## src/hdl/bscb_pkg.sv

```systemverilog
// Package for the box screen bounds classifier: request layout, configuration
// record and result codes. No dependencies.
package bscb_pkg;

  typedef enum logic [0:0] {
    OP_ROW,
    OP_BOX
  } op_e;

  typedef enum logic [1:0] {
    VIS_CULL = 2'd0,
    VIS_FULL = 2'd1,
    VIS_CLIP = 2'd2
  } vis_e;

  typedef enum logic [2:0] {
    REG_PERSP_SCALE  = 3'd0,
    REG_NEAR_DEPTH   = 3'd1,
    REG_FAR_DEPTH    = 3'd2,
    REG_CENTER_X     = 3'd3,
    REG_CENTER_Y     = 3'd4,
    REG_SCREEN_MAX   = 3'd5,
    REG_CLIP_RECT    = 3'd6,
    REG_OUTSIDE_VIEW = 3'd7
  } reg_e;

  localparam int unsigned CfgDataBits = 64;
  localparam logic [31:0] BoundInit = 32'h3FFF_FFFF;
  localparam logic [1:0] RowDepth = 2'd2;
  localparam logic [2:0] LastCorner = 3'd7;

  typedef struct packed {
    op_e                op;
    logic [1:0]         row;
    logic signed [15:0] coef_x;
    logic signed [15:0] coef_y;
    logic signed [15:0] coef_z;
    logic signed [31:0] coef_t;
    logic signed [15:0] box_xmin;
    logic signed [15:0] box_xmax;
    logic signed [15:0] box_ymin;
    logic signed [15:0] box_ymax;
    logic signed [15:0] box_zmin;
    logic signed [15:0] box_zmax;
  } req_t;

  typedef struct packed {
    logic [15:0] persp_scale;
    logic [30:0] near_depth;
    logic [30:0] far_depth;
    logic [15:0] center_x;
    logic [15:0] center_y;
    logic [31:0] screen_max;
    logic [63:0] clip_rect;
    logic        outside_view;
  } cfg_t;

endpackage

```

## src/hdl/bscb_front.sv

```systemverilog
// Front end: decodes incoming requests into queue entries.
// Depends on bscb_pkg.
module bscb_front (
  input  logic                in_valid_i,
  output logic                in_stall_o,
  input  logic                func_i,
  input  logic [1:0]          row_index_i,
  input  logic signed [15:0]  coef_x_i,
  input  logic signed [15:0]  coef_y_i,
  input  logic signed [15:0]  coef_z_i,
  input  logic signed [31:0]  coef_t_i,
  input  logic signed [15:0]  box_xmin_i,
  input  logic signed [15:0]  box_xmax_i,
  input  logic signed [15:0]  box_ymin_i,
  input  logic signed [15:0]  box_ymax_i,
  input  logic signed [15:0]  box_zmin_i,
  input  logic signed [15:0]  box_zmax_i,
  input  logic                full_i,
  output logic                push_o,
  output bscb_pkg::req_t      req_o
);
  import bscb_pkg::*;

  logic dead_row;

  // A write to the fourth row has no effect and is dropped here.
  assign dead_row   = !func_i && (row_index_i == 2'd3);
  assign in_stall_o = full_i;
  assign push_o     = in_valid_i && !full_i && !dead_row;

  always_comb begin
    req_o.op       = func_i ? OP_BOX : OP_ROW;
    req_o.row      = row_index_i;
    req_o.coef_x   = coef_x_i;
    req_o.coef_y   = coef_y_i;
    req_o.coef_z   = coef_z_i;
    req_o.coef_t   = coef_t_i;
    req_o.box_xmin = box_xmin_i;
    req_o.box_xmax = box_xmax_i;
    req_o.box_ymin = box_ymin_i;
    req_o.box_ymax = box_ymax_i;
    req_o.box_zmin = box_zmin_i;
    req_o.box_zmax = box_zmax_i;
  end

endmodule

```

## src/hdl/bscb_fifo.sv

```systemverilog
// Two-entry queue between the front end and the classifier core.
// Depends on bscb_pkg.
module bscb_fifo (
  input  logic           clk_i,
  input  logic           rst_ni,
  input  logic           push_i,
  input  bscb_pkg::req_t req_i,
  output logic           full_o,
  output logic           valid_o,
  input  logic           pop_i,
  output bscb_pkg::req_t req_o
);
  import bscb_pkg::*;

  req_t       mem_q [2];
  logic       wr_q, rd_q;
  logic [1:0] cnt_q;

  assign full_o  = (cnt_q == 2'd2);
  assign valid_o = (cnt_q != 2'd0);
  assign req_o   = mem_q[rd_q];

  always_ff @(posedge clk_i) begin
    if (push_i) begin
      mem_q[wr_q] <= req_i;
    end
  end

  always_ff @(posedge clk_i or negedge rst_ni) begin
    if (!rst_ni) begin
      wr_q  <= 1'b0;
      rd_q  <= 1'b0;
      cnt_q <= 2'd0;
    end else begin
      if (push_i) begin
        wr_q <= !wr_q;
      end
      if (pop_i) begin
        rd_q <= !rd_q;
      end
      if (push_i && !pop_i) begin
        cnt_q <= cnt_q + 2'd1;
      end else if (pop_i && !push_i) begin
        cnt_q <= cnt_q - 2'd1;
      end
    end
  end

endmodule

```

## src/hdl/bscb_div.sv

```systemverilog
// Restoring divider, one quotient bit per cycle, truncating toward zero.
// Signed dividend, positive divisor. No dependencies.
module bscb_div #(
  parameter int unsigned W = 34
) (
  input  logic                clk_i,
  input  logic                rst_ni,
  input  logic                start_i,
  input  logic signed [W-1:0] dividend_i,
  input  logic [W-1:0]        divisor_i,
  output logic                done_o,
  output logic signed [W-1:0] quot_o
);
  localparam int unsigned CW = $clog2(W + 1);

  logic          busy_q, done_q, neg_q;
  logic [CW-1:0] cnt_q;
  logic [W:0]    rem_q;
  logic [W-1:0]  quo_q, dvs_q;
  logic [W:0]    shifted;
  logic          fits;

  assign shifted = {rem_q[W-1:0], quo_q[W-1]};
  assign fits    = (shifted >= {1'b0, dvs_q});
  assign done_o  = done_q;
  assign quot_o  = neg_q ? -$signed(quo_q) : $signed(quo_q);

  always_ff @(posedge clk_i) begin
    if (start_i) begin
      rem_q <= '0;
      quo_q <= dividend_i[W-1] ? W'(-dividend_i) : W'(dividend_i);
      dvs_q <= divisor_i;
      neg_q <= dividend_i[W-1];
    end else if (busy_q) begin
      rem_q <= fits ? (shifted - {1'b0, dvs_q}) : shifted;
      quo_q <= {quo_q[W-2:0], fits};
    end
  end

  always_ff @(posedge clk_i or negedge rst_ni) begin
    if (!rst_ni) begin
      busy_q <= 1'b0;
      done_q <= 1'b0;
      cnt_q  <= '0;
    end else begin
      done_q <= 1'b0;
      if (start_i) begin
        busy_q <= 1'b1;
        cnt_q  <= CW'(W);
      end else if (busy_q) begin
        cnt_q <= cnt_q - CW'(1);
        if (cnt_q == CW'(1)) begin
          busy_q <= 1'b0;
          done_q <= 1'b1;
        end
      end
    end
  end

endmodule

```

## src/hdl/bscb_core.sv

```systemverilog
// Back end: view matrix store and per-corner sequencer with a shared
// multiplier and divider. Depends on bscb_pkg and bscb_div.
module bscb_core #(
  parameter int unsigned COEF_BITS = 16
) (
  input  logic           clk_i,
  input  logic           rst_ni,
  input  bscb_pkg::cfg_t cfg_i,
  input  logic           q_valid_i,
  input  bscb_pkg::req_t q_req_i,
  output logic           q_pop_o,
  output logic           out_valid_o,
  input  logic           out_stall_i,
  output logic [1:0]     visibility_o
);
  import bscb_pkg::*;

  localparam int unsigned PW = 16 + COEF_BITS;
  localparam int unsigned SW = ((PW > 32) ? PW : 32) + 2;
  localparam int unsigned BW = SW + 1;

  typedef enum logic [3:0] {
    S_IDLE, S_MUL, S_ADD, S_CHK, S_DIVD, S_DIVX, S_DIVY, S_NEXT, S_FIN
  } state_e;

  state_e                      state_q;
  logic signed [COEF_BITS-1:0] coef_q [3][3];
  logic signed [31:0]          trans_q [3];
  req_t                        box_q;
  logic [2:0]                  corner_q;
  logic [1:0]                  row_q, col_q, prow_q;
  logic signed [PW-1:0]        prod_q;
  logic                        pv_q;
  logic signed [SW-1:0]        acc_q [3];
  logic signed [SW-1:0]        dsc_q, sx_q;
  logic signed [BW-1:0]        xlo_q, xhi_q, ylo_q, yhi_q;
  logic                        bad_q, cull_q, res_valid_q;
  vis_e                        vis_q;
  logic                        div_start_q;
  logic signed [SW-1:0]        div_a_q;
  logic [SW-1:0]               div_b_q;
  logic                        div_done;
  logic signed [SW-1:0]        div_quot;

  logic signed [15:0]          coord;
  logic signed [PW-1:0]        prod;
  logic signed [SW-1:0]        near_s, far_s;
  logic signed [32:0]          far_t;
  logic signed [BW-1:0]        init_pos, sx_b, sy_b;
  logic signed [BW-1:0]        xl, xh, yl, yh, cxs, cys;
  logic                        res_free, clip, off_rect;
  logic [15:0]                 persp;

  bscb_div #(.W(SW)) u_div (
    .clk_i      (clk_i),
    .rst_ni     (rst_ni),
    .start_i    (div_start_q),
    .dividend_i (div_a_q),
    .divisor_i  (div_b_q),
    .done_o     (div_done),
    .quot_o     (div_quot)
  );

  always_comb begin
    case (col_q)
      2'd0:    coord = corner_q[0] ? box_q.box_xmax : box_q.box_xmin;
      2'd1:    coord = corner_q[1] ? box_q.box_ymax : box_q.box_ymin;
      default: coord = corner_q[2] ? box_q.box_zmax : box_q.box_zmin;
    endcase
  end

  assign prod     = coef_q[row_q][col_q] * coord;
  assign near_s   = $signed({{(SW - 31){1'b0}}, cfg_i.near_depth});
  assign far_s    = $signed({{(SW - 31){1'b0}}, cfg_i.far_depth});
  assign far_t    = $signed({2'b00, cfg_i.far_depth});
  assign init_pos = $signed({{(BW - 32){1'b0}}, BoundInit});
  assign sx_b     = BW'(sx_q);
  assign sy_b     = BW'(div_quot);
  assign persp    = (cfg_i.persp_scale == '0) ? 16'd1 : cfg_i.persp_scale;
  assign cxs      = $signed({{(BW - 16){1'b0}}, cfg_i.center_x});
  assign cys      = $signed({{(BW - 16){1'b0}}, cfg_i.center_y});
  assign xl       = xlo_q + cxs;
  assign xh       = xhi_q + cxs;
  assign yl       = ylo_q + cys;
  assign yh       = yhi_q + cys;

  always_comb begin
    clip = bad_q || (xl < 0) || (yl < 0)
        || (xh > $signed({{(BW - 16){1'b0}}, cfg_i.screen_max[15:0]}))
        || (yh > $signed({{(BW - 16){1'b0}}, cfg_i.screen_max[31:16]}));
    off_rect = (xl > $signed({{(BW - 16){1'b0}}, cfg_i.clip_rect[47:32]}))
        || (yl > $signed({{(BW - 16){1'b0}}, cfg_i.clip_rect[63:48]}))
        || (xh < $signed({{(BW - 16){1'b0}}, cfg_i.clip_rect[15:0]}))
        || (yh < $signed({{(BW - 16){1'b0}}, cfg_i.clip_rect[31:16]}));
  end

  assign res_free     = !res_valid_q || !out_stall_i;
  assign q_pop_o      = (state_q == S_IDLE) && q_valid_i;
  assign out_valid_o  = res_valid_q;
  assign visibility_o = vis_q;

  always_ff @(posedge clk_i or negedge rst_ni) begin
    if (!rst_ni) begin
      state_q     <= S_IDLE;
      res_valid_q <= 1'b0;
      vis_q       <= VIS_CULL;
      div_start_q <= 1'b0;
      pv_q        <= 1'b0;
      for (int r = 0; r < 3; r++) begin
        trans_q[r] <= '0;
        for (int c = 0; c < 3; c++) begin
          coef_q[r][c] <= '0;
        end
      end
    end else begin
      div_start_q <= 1'b0;
      if (res_valid_q && !out_stall_i && (state_q != S_FIN)) begin
        res_valid_q <= 1'b0;
      end
      if (pv_q) begin
        acc_q[prow_q] <= acc_q[prow_q] + SW'(prod_q);
      end
      case (state_q)
        S_IDLE: begin
          if (q_valid_i) begin
            if (q_req_i.op == OP_ROW) begin
              coef_q[q_req_i.row][0] <= COEF_BITS'(q_req_i.coef_x);
              coef_q[q_req_i.row][1] <= COEF_BITS'(q_req_i.coef_y);
              coef_q[q_req_i.row][2] <= COEF_BITS'(q_req_i.coef_z);
              trans_q[q_req_i.row]   <= q_req_i.coef_t;
            end else begin
              box_q    <= q_req_i;
              bad_q    <= 1'b0;
              corner_q <= '0;
              row_q    <= '0;
              col_q    <= '0;
              xlo_q    <= init_pos;
              xhi_q    <= -init_pos;
              ylo_q    <= init_pos;
              yhi_q    <= -init_pos;
              for (int r = 0; r < 3; r++) begin
                acc_q[r] <= SW'(trans_q[r]);
              end
              if ((33'(trans_q[RowDepth]) >= far_t) && !cfg_i.outside_view) begin
                cull_q  <= 1'b1;
                state_q <= S_FIN;
              end else begin
                cull_q  <= 1'b0;
                state_q <= S_MUL;
              end
            end
          end
        end
        S_MUL: begin
          prod_q <= prod;
          prow_q <= row_q;
          pv_q   <= 1'b1;
          if (col_q == 2'd2) begin
            col_q <= '0;
            if (row_q == RowDepth) begin
              state_q <= S_ADD;
            end else begin
              row_q <= row_q + 2'd1;
            end
          end else begin
            col_q <= col_q + 2'd1;
          end
        end
        S_ADD: begin
          pv_q    <= 1'b0;
          state_q <= S_CHK;
        end
        S_CHK: begin
          if ((acc_q[RowDepth] > near_s) && (acc_q[RowDepth] < far_s)) begin
            div_a_q     <= acc_q[RowDepth];
            div_b_q     <= SW'(persp);
            div_start_q <= 1'b1;
            state_q     <= S_DIVD;
          end else begin
            bad_q   <= 1'b1;
            state_q <= S_NEXT;
          end
        end
        S_DIVD: begin
          if (div_done) begin
            if (div_quot == '0) begin
              bad_q   <= 1'b1;
              state_q <= S_NEXT;
            end else begin
              dsc_q       <= div_quot;
              div_a_q     <= acc_q[0];
              div_b_q     <= div_quot;
              div_start_q <= 1'b1;
              state_q     <= S_DIVX;
            end
          end
        end
        S_DIVX: begin
          if (div_done) begin
            sx_q        <= div_quot;
            div_a_q     <= acc_q[1];
            div_b_q     <= dsc_q;
            div_start_q <= 1'b1;
            state_q     <= S_DIVY;
          end
        end
        S_DIVY: begin
          if (div_done) begin
            if (sx_b < xlo_q) xlo_q <= sx_b;
            if (sx_b > xhi_q) xhi_q <= sx_b;
            if (sy_b < ylo_q) ylo_q <= sy_b;
            if (sy_b > yhi_q) yhi_q <= sy_b;
            state_q <= S_NEXT;
          end
        end
        S_NEXT: begin
          if (corner_q == LastCorner) begin
            state_q <= S_FIN;
          end else begin
            corner_q <= corner_q + 3'd1;
            row_q    <= '0;
            col_q    <= '0;
            for (int r = 0; r < 3; r++) begin
              acc_q[r] <= SW'(trans_q[r]);
            end
            state_q <= S_MUL;
          end
        end
        S_FIN: begin
          if (res_free) begin
            res_valid_q <= 1'b1;
            if (cull_q) begin
              vis_q <= VIS_CULL;
            end else if (clip) begin
              vis_q <= VIS_CLIP;
            end else if (off_rect) begin
              vis_q <= VIS_CULL;
            end else begin
              vis_q <= VIS_FULL;
            end
            state_q <= S_IDLE;
          end
        end
        default: state_q <= S_IDLE;
      endcase
    end
  end

  a_mul_index: assert property (@(posedge clk_i) disable iff (!rst_ni)
    (state_q == S_MUL) |-> (row_q != 2'd3) && (col_q != 2'd3))
    else $error("matrix index out of range");

  a_res_hold: assert property (@(posedge clk_i) disable iff (!rst_ni)
    (res_valid_q && out_stall_i) |=> (res_valid_q && $stable(vis_q)))
    else $error("result lost while stalled");

  a_div_nonzero: assert property (@(posedge clk_i) disable iff (!rst_ni)
    (state_q == S_DIVX || state_q == S_DIVY) |-> (dsc_q != '0))
    else $error("zero scaled depth used as divisor");

  a_pop_idle: assert property (@(posedge clk_i) disable iff (!rst_ni)
    q_pop_o |=> (state_q != S_DIVD) && (state_q != S_DIVX))
    else $error("request taken while divider in use");

endmodule

```

## src/hdl/box_screen_bounds_classifier.sv

```systemverilog
// Sequence: a matrix row is written when the core takes it from the queue; a box culled early
// by the far depth check goes straight to its result; otherwise all eight corners are
// transformed and those in depth range are divided by the shared divider, which is
// S = max(16 + COEF_BITS, 32) + 2 bits wide.
// Throughput: one request at a time in the core; a two-entry queue takes requests meanwhile.
// Reset: asynchronous active low; matrix clears to zero and configuration to its defaults.
// Top level of the box screen bounds classifier: configuration registers, front end,
// request queue and core. Depends on bscb_pkg, bscb_front, bscb_fifo and bscb_core.
module box_screen_bounds_classifier #(
  parameter int unsigned COEF_BITS = 16
) (
  input  logic                clk_i,
  input  logic                rst_ni,
  input  logic                in_valid_i,
  output logic                in_stall_o,
  input  logic                func_i,
  input  logic [1:0]          row_index_i,
  input  logic signed [15:0]  coef_x_i,
  input  logic signed [15:0]  coef_y_i,
  input  logic signed [15:0]  coef_z_i,
  input  logic signed [31:0]  coef_t_i,
  input  logic signed [15:0]  box_xmin_i,
  input  logic signed [15:0]  box_xmax_i,
  input  logic signed [15:0]  box_ymin_i,
  input  logic signed [15:0]  box_ymax_i,
  input  logic signed [15:0]  box_zmin_i,
  input  logic signed [15:0]  box_zmax_i,
  output logic                out_valid_o,
  input  logic                out_stall_i,
  output logic [1:0]          visibility_o,
  input  logic                cfg_we_i,
  input  logic [2:0]          cfg_idx_i,
  input  logic [63:0]         cfg_wdata_i
);
  import bscb_pkg::*;

  cfg_t cfg_q;
  req_t front_req, q_req;
  logic push, full, q_valid, q_pop;

  always_ff @(posedge clk_i or negedge rst_ni) begin
    if (!rst_ni) begin
      cfg_q.persp_scale  <= 16'd1;
      cfg_q.near_depth   <= '0;
      cfg_q.far_depth    <= '1;
      cfg_q.center_x     <= '0;
      cfg_q.center_y     <= '0;
      cfg_q.screen_max   <= '0;
      cfg_q.clip_rect    <= '0;
      cfg_q.outside_view <= 1'b0;
    end else if (cfg_we_i) begin
      case (reg_e'(cfg_idx_i))
        REG_PERSP_SCALE:  cfg_q.persp_scale  <= cfg_wdata_i[15:0];
        REG_NEAR_DEPTH:   cfg_q.near_depth   <= cfg_wdata_i[30:0];
        REG_FAR_DEPTH:    cfg_q.far_depth    <= cfg_wdata_i[30:0];
        REG_CENTER_X:     cfg_q.center_x     <= cfg_wdata_i[15:0];
        REG_CENTER_Y:     cfg_q.center_y     <= cfg_wdata_i[15:0];
        REG_SCREEN_MAX:   cfg_q.screen_max   <= cfg_wdata_i[31:0];
        REG_CLIP_RECT:    cfg_q.clip_rect    <= cfg_wdata_i[CfgDataBits-1:0];
        REG_OUTSIDE_VIEW: cfg_q.outside_view <= cfg_wdata_i[0];
        default: ;
      endcase
    end
  end

  bscb_front u_front (
    .in_valid_i  (in_valid_i),
    .in_stall_o  (in_stall_o),
    .func_i      (func_i),
    .row_index_i (row_index_i),
    .coef_x_i    (coef_x_i),
    .coef_y_i    (coef_y_i),
    .coef_z_i    (coef_z_i),
    .coef_t_i    (coef_t_i),
    .box_xmin_i  (box_xmin_i),
    .box_xmax_i  (box_xmax_i),
    .box_ymin_i  (box_ymin_i),
    .box_ymax_i  (box_ymax_i),
    .box_zmin_i  (box_zmin_i),
    .box_zmax_i  (box_zmax_i),
    .full_i      (full),
    .push_o      (push),
    .req_o       (front_req)
  );

  bscb_fifo u_fifo (
    .clk_i   (clk_i),
    .rst_ni  (rst_ni),
    .push_i  (push),
    .req_i   (front_req),
    .full_o  (full),
    .valid_o (q_valid),
    .pop_i   (q_pop),
    .req_o   (q_req)
  );

  bscb_core #(.COEF_BITS(COEF_BITS)) u_core (
    .clk_i        (clk_i),
    .rst_ni       (rst_ni),
    .cfg_i        (cfg_q),
    .q_valid_i    (q_valid),
    .q_req_i      (q_req),
    .q_pop_o      (q_pop),
    .out_valid_o  (out_valid_o),
    .out_stall_i  (out_stall_i),
    .visibility_o (visibility_o)
  );

endmodule
```

## config.mk

```make
export PLATFORM = sky130hd
export DESIGN_NAME = box_screen_bounds_classifier
export DESIGN_NICKNAME = d
export VERILOG_FILES = /design/src/hdl/bscb_pkg.sv /design/src/hdl/bscb_front.sv /design/src/hdl/bscb_fifo.sv /design/src/hdl/bscb_div.sv /design/src/hdl/bscb_core.sv /design/src/hdl/box_screen_bounds_classifier.sv
export SDC_FILE = /design/constraint.sdc
export NUM_CORES = 2
export LEC_CHECK = 0
export BUFFER_PORTS_ARGS = -buffer_cell sky130_fd_sc_hd__clkbuf_2
export CORE_AREA = 2 2 581 583
export CTS_CLUSTER_DIAMETER = 50
export CTS_CLUSTER_SIZE = 25
export DETAILED_ROUTE_END_ITERATION = 7
export DIE_AREA = 0 0 583 585
export SLEW_MARGIN = 20
export SYNTH_ARGS = -nofsm -noshare
export SYNTH_HDL_FRONTEND = slang
export SYNTH_SLANG_ARGS = --single-unit
```

## constraint.sdc

```tcl
create_clock -name clk_i -period 12.1 [get_ports clk_i]
set_clock_uncertainty 0.2 [all_clocks]
set_input_delay 0.605 -clock clk_i [delete_from_list [all_inputs] [get_ports clk_i]]
set_output_delay 0.605 -clock clk_i [all_outputs]
set_load 0.02 [all_outputs]
```

# Word level (Yosys, flattened, before mapping)
# Memory sizes are Yosys's and may differ from the RTL's. A register that Yosys moved wholly into a read port is not among the register bits.
# Index checks and enable logic that the tools add are counted.
# W data, S select, Z words.
# word_totals
regBits,986
latchBits,0
ram_bits,460
romBits,0
word_cells,336
memories,2
# classes
add_sub_neg,14
n_mul,1
div_mod_pow,0
order_cmp,20
eq_ne,41
shifts,0
n_mux,124
bitwise_logic,8
reduce_logical,70
# mem_list
memory,words,width,read_ports,rd_ports_with_merged_regs,write_ports,line_no,rtl
u_fifo.mem_q,2,179,1,0,1,bscb_fifo.sv:15,req_t mem_q [2];
u_core.acc_q,3,34,4,1,4,bscb_core.sv:34,logic signed [SW-1:0] acc_q [3];
# ops
cell,count
$mux W34,16
$bwmux W144,3
$mux W35,12
$demux W48 S2,3
$pmux W35 S2,4
$pmux W34 S3,2
$mux W48,3
$add A35 B17 Y35,4
$gt A35 B17 Y1,4
$mux W16,7
$bmux W48 S2,1
$bwmux W96,1
$gt A34 B35 Y1,2
$lt A34 B35 Y1,2
$lt A35 B1 Y1 const B,2
$lt A35 B17 Y1,2
$neg A34 Y34,2
$demux W32 S2,1
$mux W32,2
$mux W4,10
$pmux W4 S9,1
$ge A35 B34 Y1,1
$add A34 B32 Y34,1
$gt A34 B32 Y1,1
53 further kinds,191

# Depth between registers and ports, before layout
# An unclocked memory read counts as a cell.
# logic_depth
depth_word,9
ltp_mapped,36

# By module
# Synthesis repeated with hierarchy kept, for this count alone.
# hier_totals
hier_cells,7223
hier_area_um2,86479.2
# by_module_without_submodules
mod,instances,cells_per_inst,area_each_um2,seq_area_each_um2
bscb_core,1,5126,55858.6,22696.8
bscb_fifo,1,573,13505.5,10850.4
bscb_div,1,895,7903.8,2952.8
box_screen_bounds_classifier,1,446,7837.5,5220.0
bscb_front,1,183,1373.8,0.0

# Worst setup path after synthesis
# Ideal clock, no wire load.
# synth_path
kind,register -> register
startpoint,register u_core.state_q[1]
endpoint,"memory u_core.acc_q[1][0] in the netlist's numbering, enable pin"
arrival_ns,11.007
setup_slack_ns,0.421
path_stages_with_launch,9
cell_sequence,dfrtp_1 clkbuf_1 nor4_1 o21ai_0 nor3b_1 a31oi_1 clkbuf_1 clkbuf_1 o21ai_0
# synth_lines
item,line_no,rtl
"start, declared",bscb_core.sv:26,state_e state_q;
"start signal, assigned",bscb_core.sv:104,state_q <= S_IDLE;
"start signal, assigned",bscb_core.sv:146,state_q <= S_FIN;
"start signal, assigned",bscb_core.sv:149,state_q <= S_MUL;
"end, declared",bscb_core.sv:34,

# Final worst setup path
# layout_path
startpoint,register u_core.row_q[0]
endpoint,register u_core.prod_q[31] (data pin)
# layout_between
elab_chain_len,8
# layout_rtl
item,line_no,rtl
"start, declared",bscb_core.sv:31,"logic [1:0] row_q, col_q, prow_q;"
"start signal, assigned",bscb_core.sv:163,row_q <= row_q + 2'd1;
$not A2 Y3 (not written as such),bscb_core.sv:72,assign prod = coef_q[row_q][col_q] * coord;
$bmux W48 S2,bscb_core.sv:72,
$mux W48 (not written as such) (2 in a row),bscb_core.sv:72,
$bmux W16 S2,bscb_core.sv:72,
$mux W16 (not written as such) (2 in a row),bscb_core.sv:72,
$mul A16 B16 Y32,bscb_core.sv:72,
net u_core.prod[31],bscb_core.sv:46,logic signed [PW-1:0] prod;
"end signal, assigned",bscb_core.sv:155,prod_q <= prod;
"end, declared",bscb_core.sv:32,logic signed [PW-1:0] prod_q;
# The timed path passes the listed nets, and every way through them passes these cells. The select of a mux whose other input is x is not followed.
# A chain may end at the register's enable or synchronous reset.

==> out/results.txt <==
Outcome: complete, no violations
1st-pass router iterations: 6
Clock net sink count: 1478
Post_cts resized: 0
DRT Wirelength: 228 mm
Post-Synth Adder-Cell Area: 14.6%
Worst-skew pair later-pin latency: 800 ps
Final worst setup slack: 2220 ps
Die ar.: 341000 sq um
Mapped Cells: 7387
Largest family of logic cells by synthesized area: adder cells
Final Wtd Congestion: 0.925
Total CTS buffers: 119
Initial antenna violation count: 50
Synth Flop Type: edfxtp_1
Maximum clock rate: 101 MHz
Synth top area cells: edfxtp_1, dfrtp_1, ha_1
Synth cell types: 100
Core ar.: 335000 sq um
Final Net Count: 8870
Rows: 213
Max-slew violations: 0
Synth top area share: 35.0%
Max-cap viol count: 0
Vias per inst: 4.64
1st-iter DRT viols: 5164
Final hold vios: 0
Post-DR wirelength/cell: 18.5 um
Vias in the first global route: 55722
Die height: 585 um
CP max FO: 32
Multi-input logic area: 38200 sq um
Arrival time worst endpoint: 10190 ps
Remaining Overflow, GRT: 0
Worst setup path class: flop to flop
Die Width: 583 um
Unrepaired setup endpoints after global routing: false
Via Count: 57187
Req. time, crit path: 12410 ps
Most frequent cell after synthesis: edfxtp_1
Clk slew on worst S/H paths: 80 ps
First-pass GRT wire length: 346 mm
Fin crit share: 81.7%
Placement Setup Slack: 2220 ps
Worst Max-Slew Pin Slew: 1120 ps
Slew headroom: 24.9%
Tmin final: 9880 ps
Initial core utilization: 24.9%
Post-DP HPWL: 169 mm
Ys async rst share: 31.7%
HP Class: input port to flop
Post-synth top cells: edfxtp_1, inv_1, nand2_1, nor2_1, ha_1
Register area: 41700 sq um
Clock tree buffer depth: 3
Hold_buf cts: 221
Post-CTS setup buffer count: 0
Post-synth EDFFs: 974
Post-synthesis sequential area ratio: 50.0%
DRC viols: 0
# fillers: 34365
Critical path startpoint category: flop
CTS tree: built
Synth Cell Area: 83500 sq um
Largest area contributor in the netlist: edfxtp_1
ANT nets after route: 0
Post-Synth Simple-Gate Area: 10.5%
Setup_tns: 0 ps
Largest net degree at the start of global routing: 141
Syn. warnings: 0
Post-Syn Nets: 8450
Critical path endpoint category: flop
Post-Synth XOR/XNOR Area: 2.39%
All-Layer GR Usage: 13.1%
Multiplexer share of the synthesized area: 7.16%
Mean Syn Cell Area: 11.3 sq um
Root Driver: clkbuf_16
Layout cells sized above 1: 13.2%
H-tree Lvls: 3
#FFs+latches synth: 1478
Final setup fails: 0
Syn-to-layout area delta: 16.3%
# port buffers: 254
IO Count: 255
Post-synthesis compound-gate area fraction: 10.8%
[through the flow]
stage | instance area (sq um) | cells | hold slack, ps | utilization [%]
after global routing | 97100 | 12320 | 60.8 | 29.0
final | 97100 | 12328 | 50.5 | 29.0
after CTS | 97100 | 12320 | 0.741 | 29.0
after detailed placement | 90300 | 11872 | 205 | 26.9
after global placement | 90200 | 11871 | 200 | 26.9
after floorplan | 83500 | 7387 | 109 | -
[registers in the layout (all words and copies together) (netlist names), 96 cells and up, named ones only]
| name | flops |
|---|---|
| u_fifo.mem_q | 358 |
| cfg_q | 207 |
| u_core.coef_q | 144 |
| u_core.acc_q | 136 |
| u_core.box_q | 96 |
| u_core.trans_q | 96 |
[worst paths after layout]
path,from,to,slack [ps],depth (start not counted)
max in group asynchronous,rst_ni,u_core.coef_q[95],9040,5
min in group asynchronous,rst_ni,cfg_q[11],130,2
worst max register to register,u_core.row_q[0],u_core.prod_q[31],2220,26
worst min register to register,u_core.div_b_q[20],u_core.u_div.dvs_q[20],220,0
worst min-delay path,cfg_wdata_i[27],cfg_q[156],50,3
worst max-delay path,u_core.row_q[0],u_core.prod_q[31],2220,26
[final cells by class]
type / instances / share of cell area, %
clock buffer: 133 / 3.24
timing repair buffer: 564 / 4.35
tap: 4407 / 5.68
inverter: 757 / 2.93
multi-input combinational: 4887 / 39.3
antenna: 8 / 0.0206
sequential: 1478 / 43.0
clock inverter: 94 / 1.49
[logic make-up (layout without fill, tap and decap cells)]
group / after synthesis / count (layout)
DFF: 1478 / 1478
adders and majority gates: 812 / 812
and+or+nand+nor: 1911 / 1911
buffers and inverters: 1022 / 1548
other: 0 / 8
AOI/OAI and AO/OA: 1441 / 1441
muxes: 495 / 495
xor gates and xnor gates: 228 / 228
[critical path: stages, from the launching register on]
cell,delay [ps]
edfxtp_1,800
clkinv_1,740
nor2_2,250
buf_4,350
a21oi_1,120
o21ai_0,340
and2_1,550
nand2_1,150
fa_1,800
inv_1,100
fa_1,850
fa_1,510
fa_1,480
fa_1,560
inv_1,60
fa_1,520
inv_1,40
ha_1,350
and3_1,220
and4_1,200
a211oi_1,210
o21ai_0,170
a21o_1,220
a21o_1,200
a221o_1,310
a21oi_1,180
xnor2_1,80
[layer usage]
layer | track usage, % | routed length, um | vias to the layer above | share of wire [%]
li1 | - | - | 27080 | -
met1 | 18.9 | 106000 | 27913 | 46
met2 | 20.7 | 102000 | 1865 | 45
met3 | 1.88 | 15300 | 323 | 6.7
met4 | 2.59 | 4790 | 6 | 2.1
met5 | 0 | 38 | - | 0.017
[placed cells by master (no fill, tap or decap), types with 268 or more instances in the layout]
master and instances:
a21oi_1 456, inv_1 754, o21ai_0 360, ha_1 544
mux2_2 321, nor2_1 558, edfxtp_1 974, nand2_1 660
fa_1 268, dfrtp_1 434
Power is left out: the tool's default activity adds up to more than one toggle a clock period on the data nets, which glitch-free logic cannot reach.
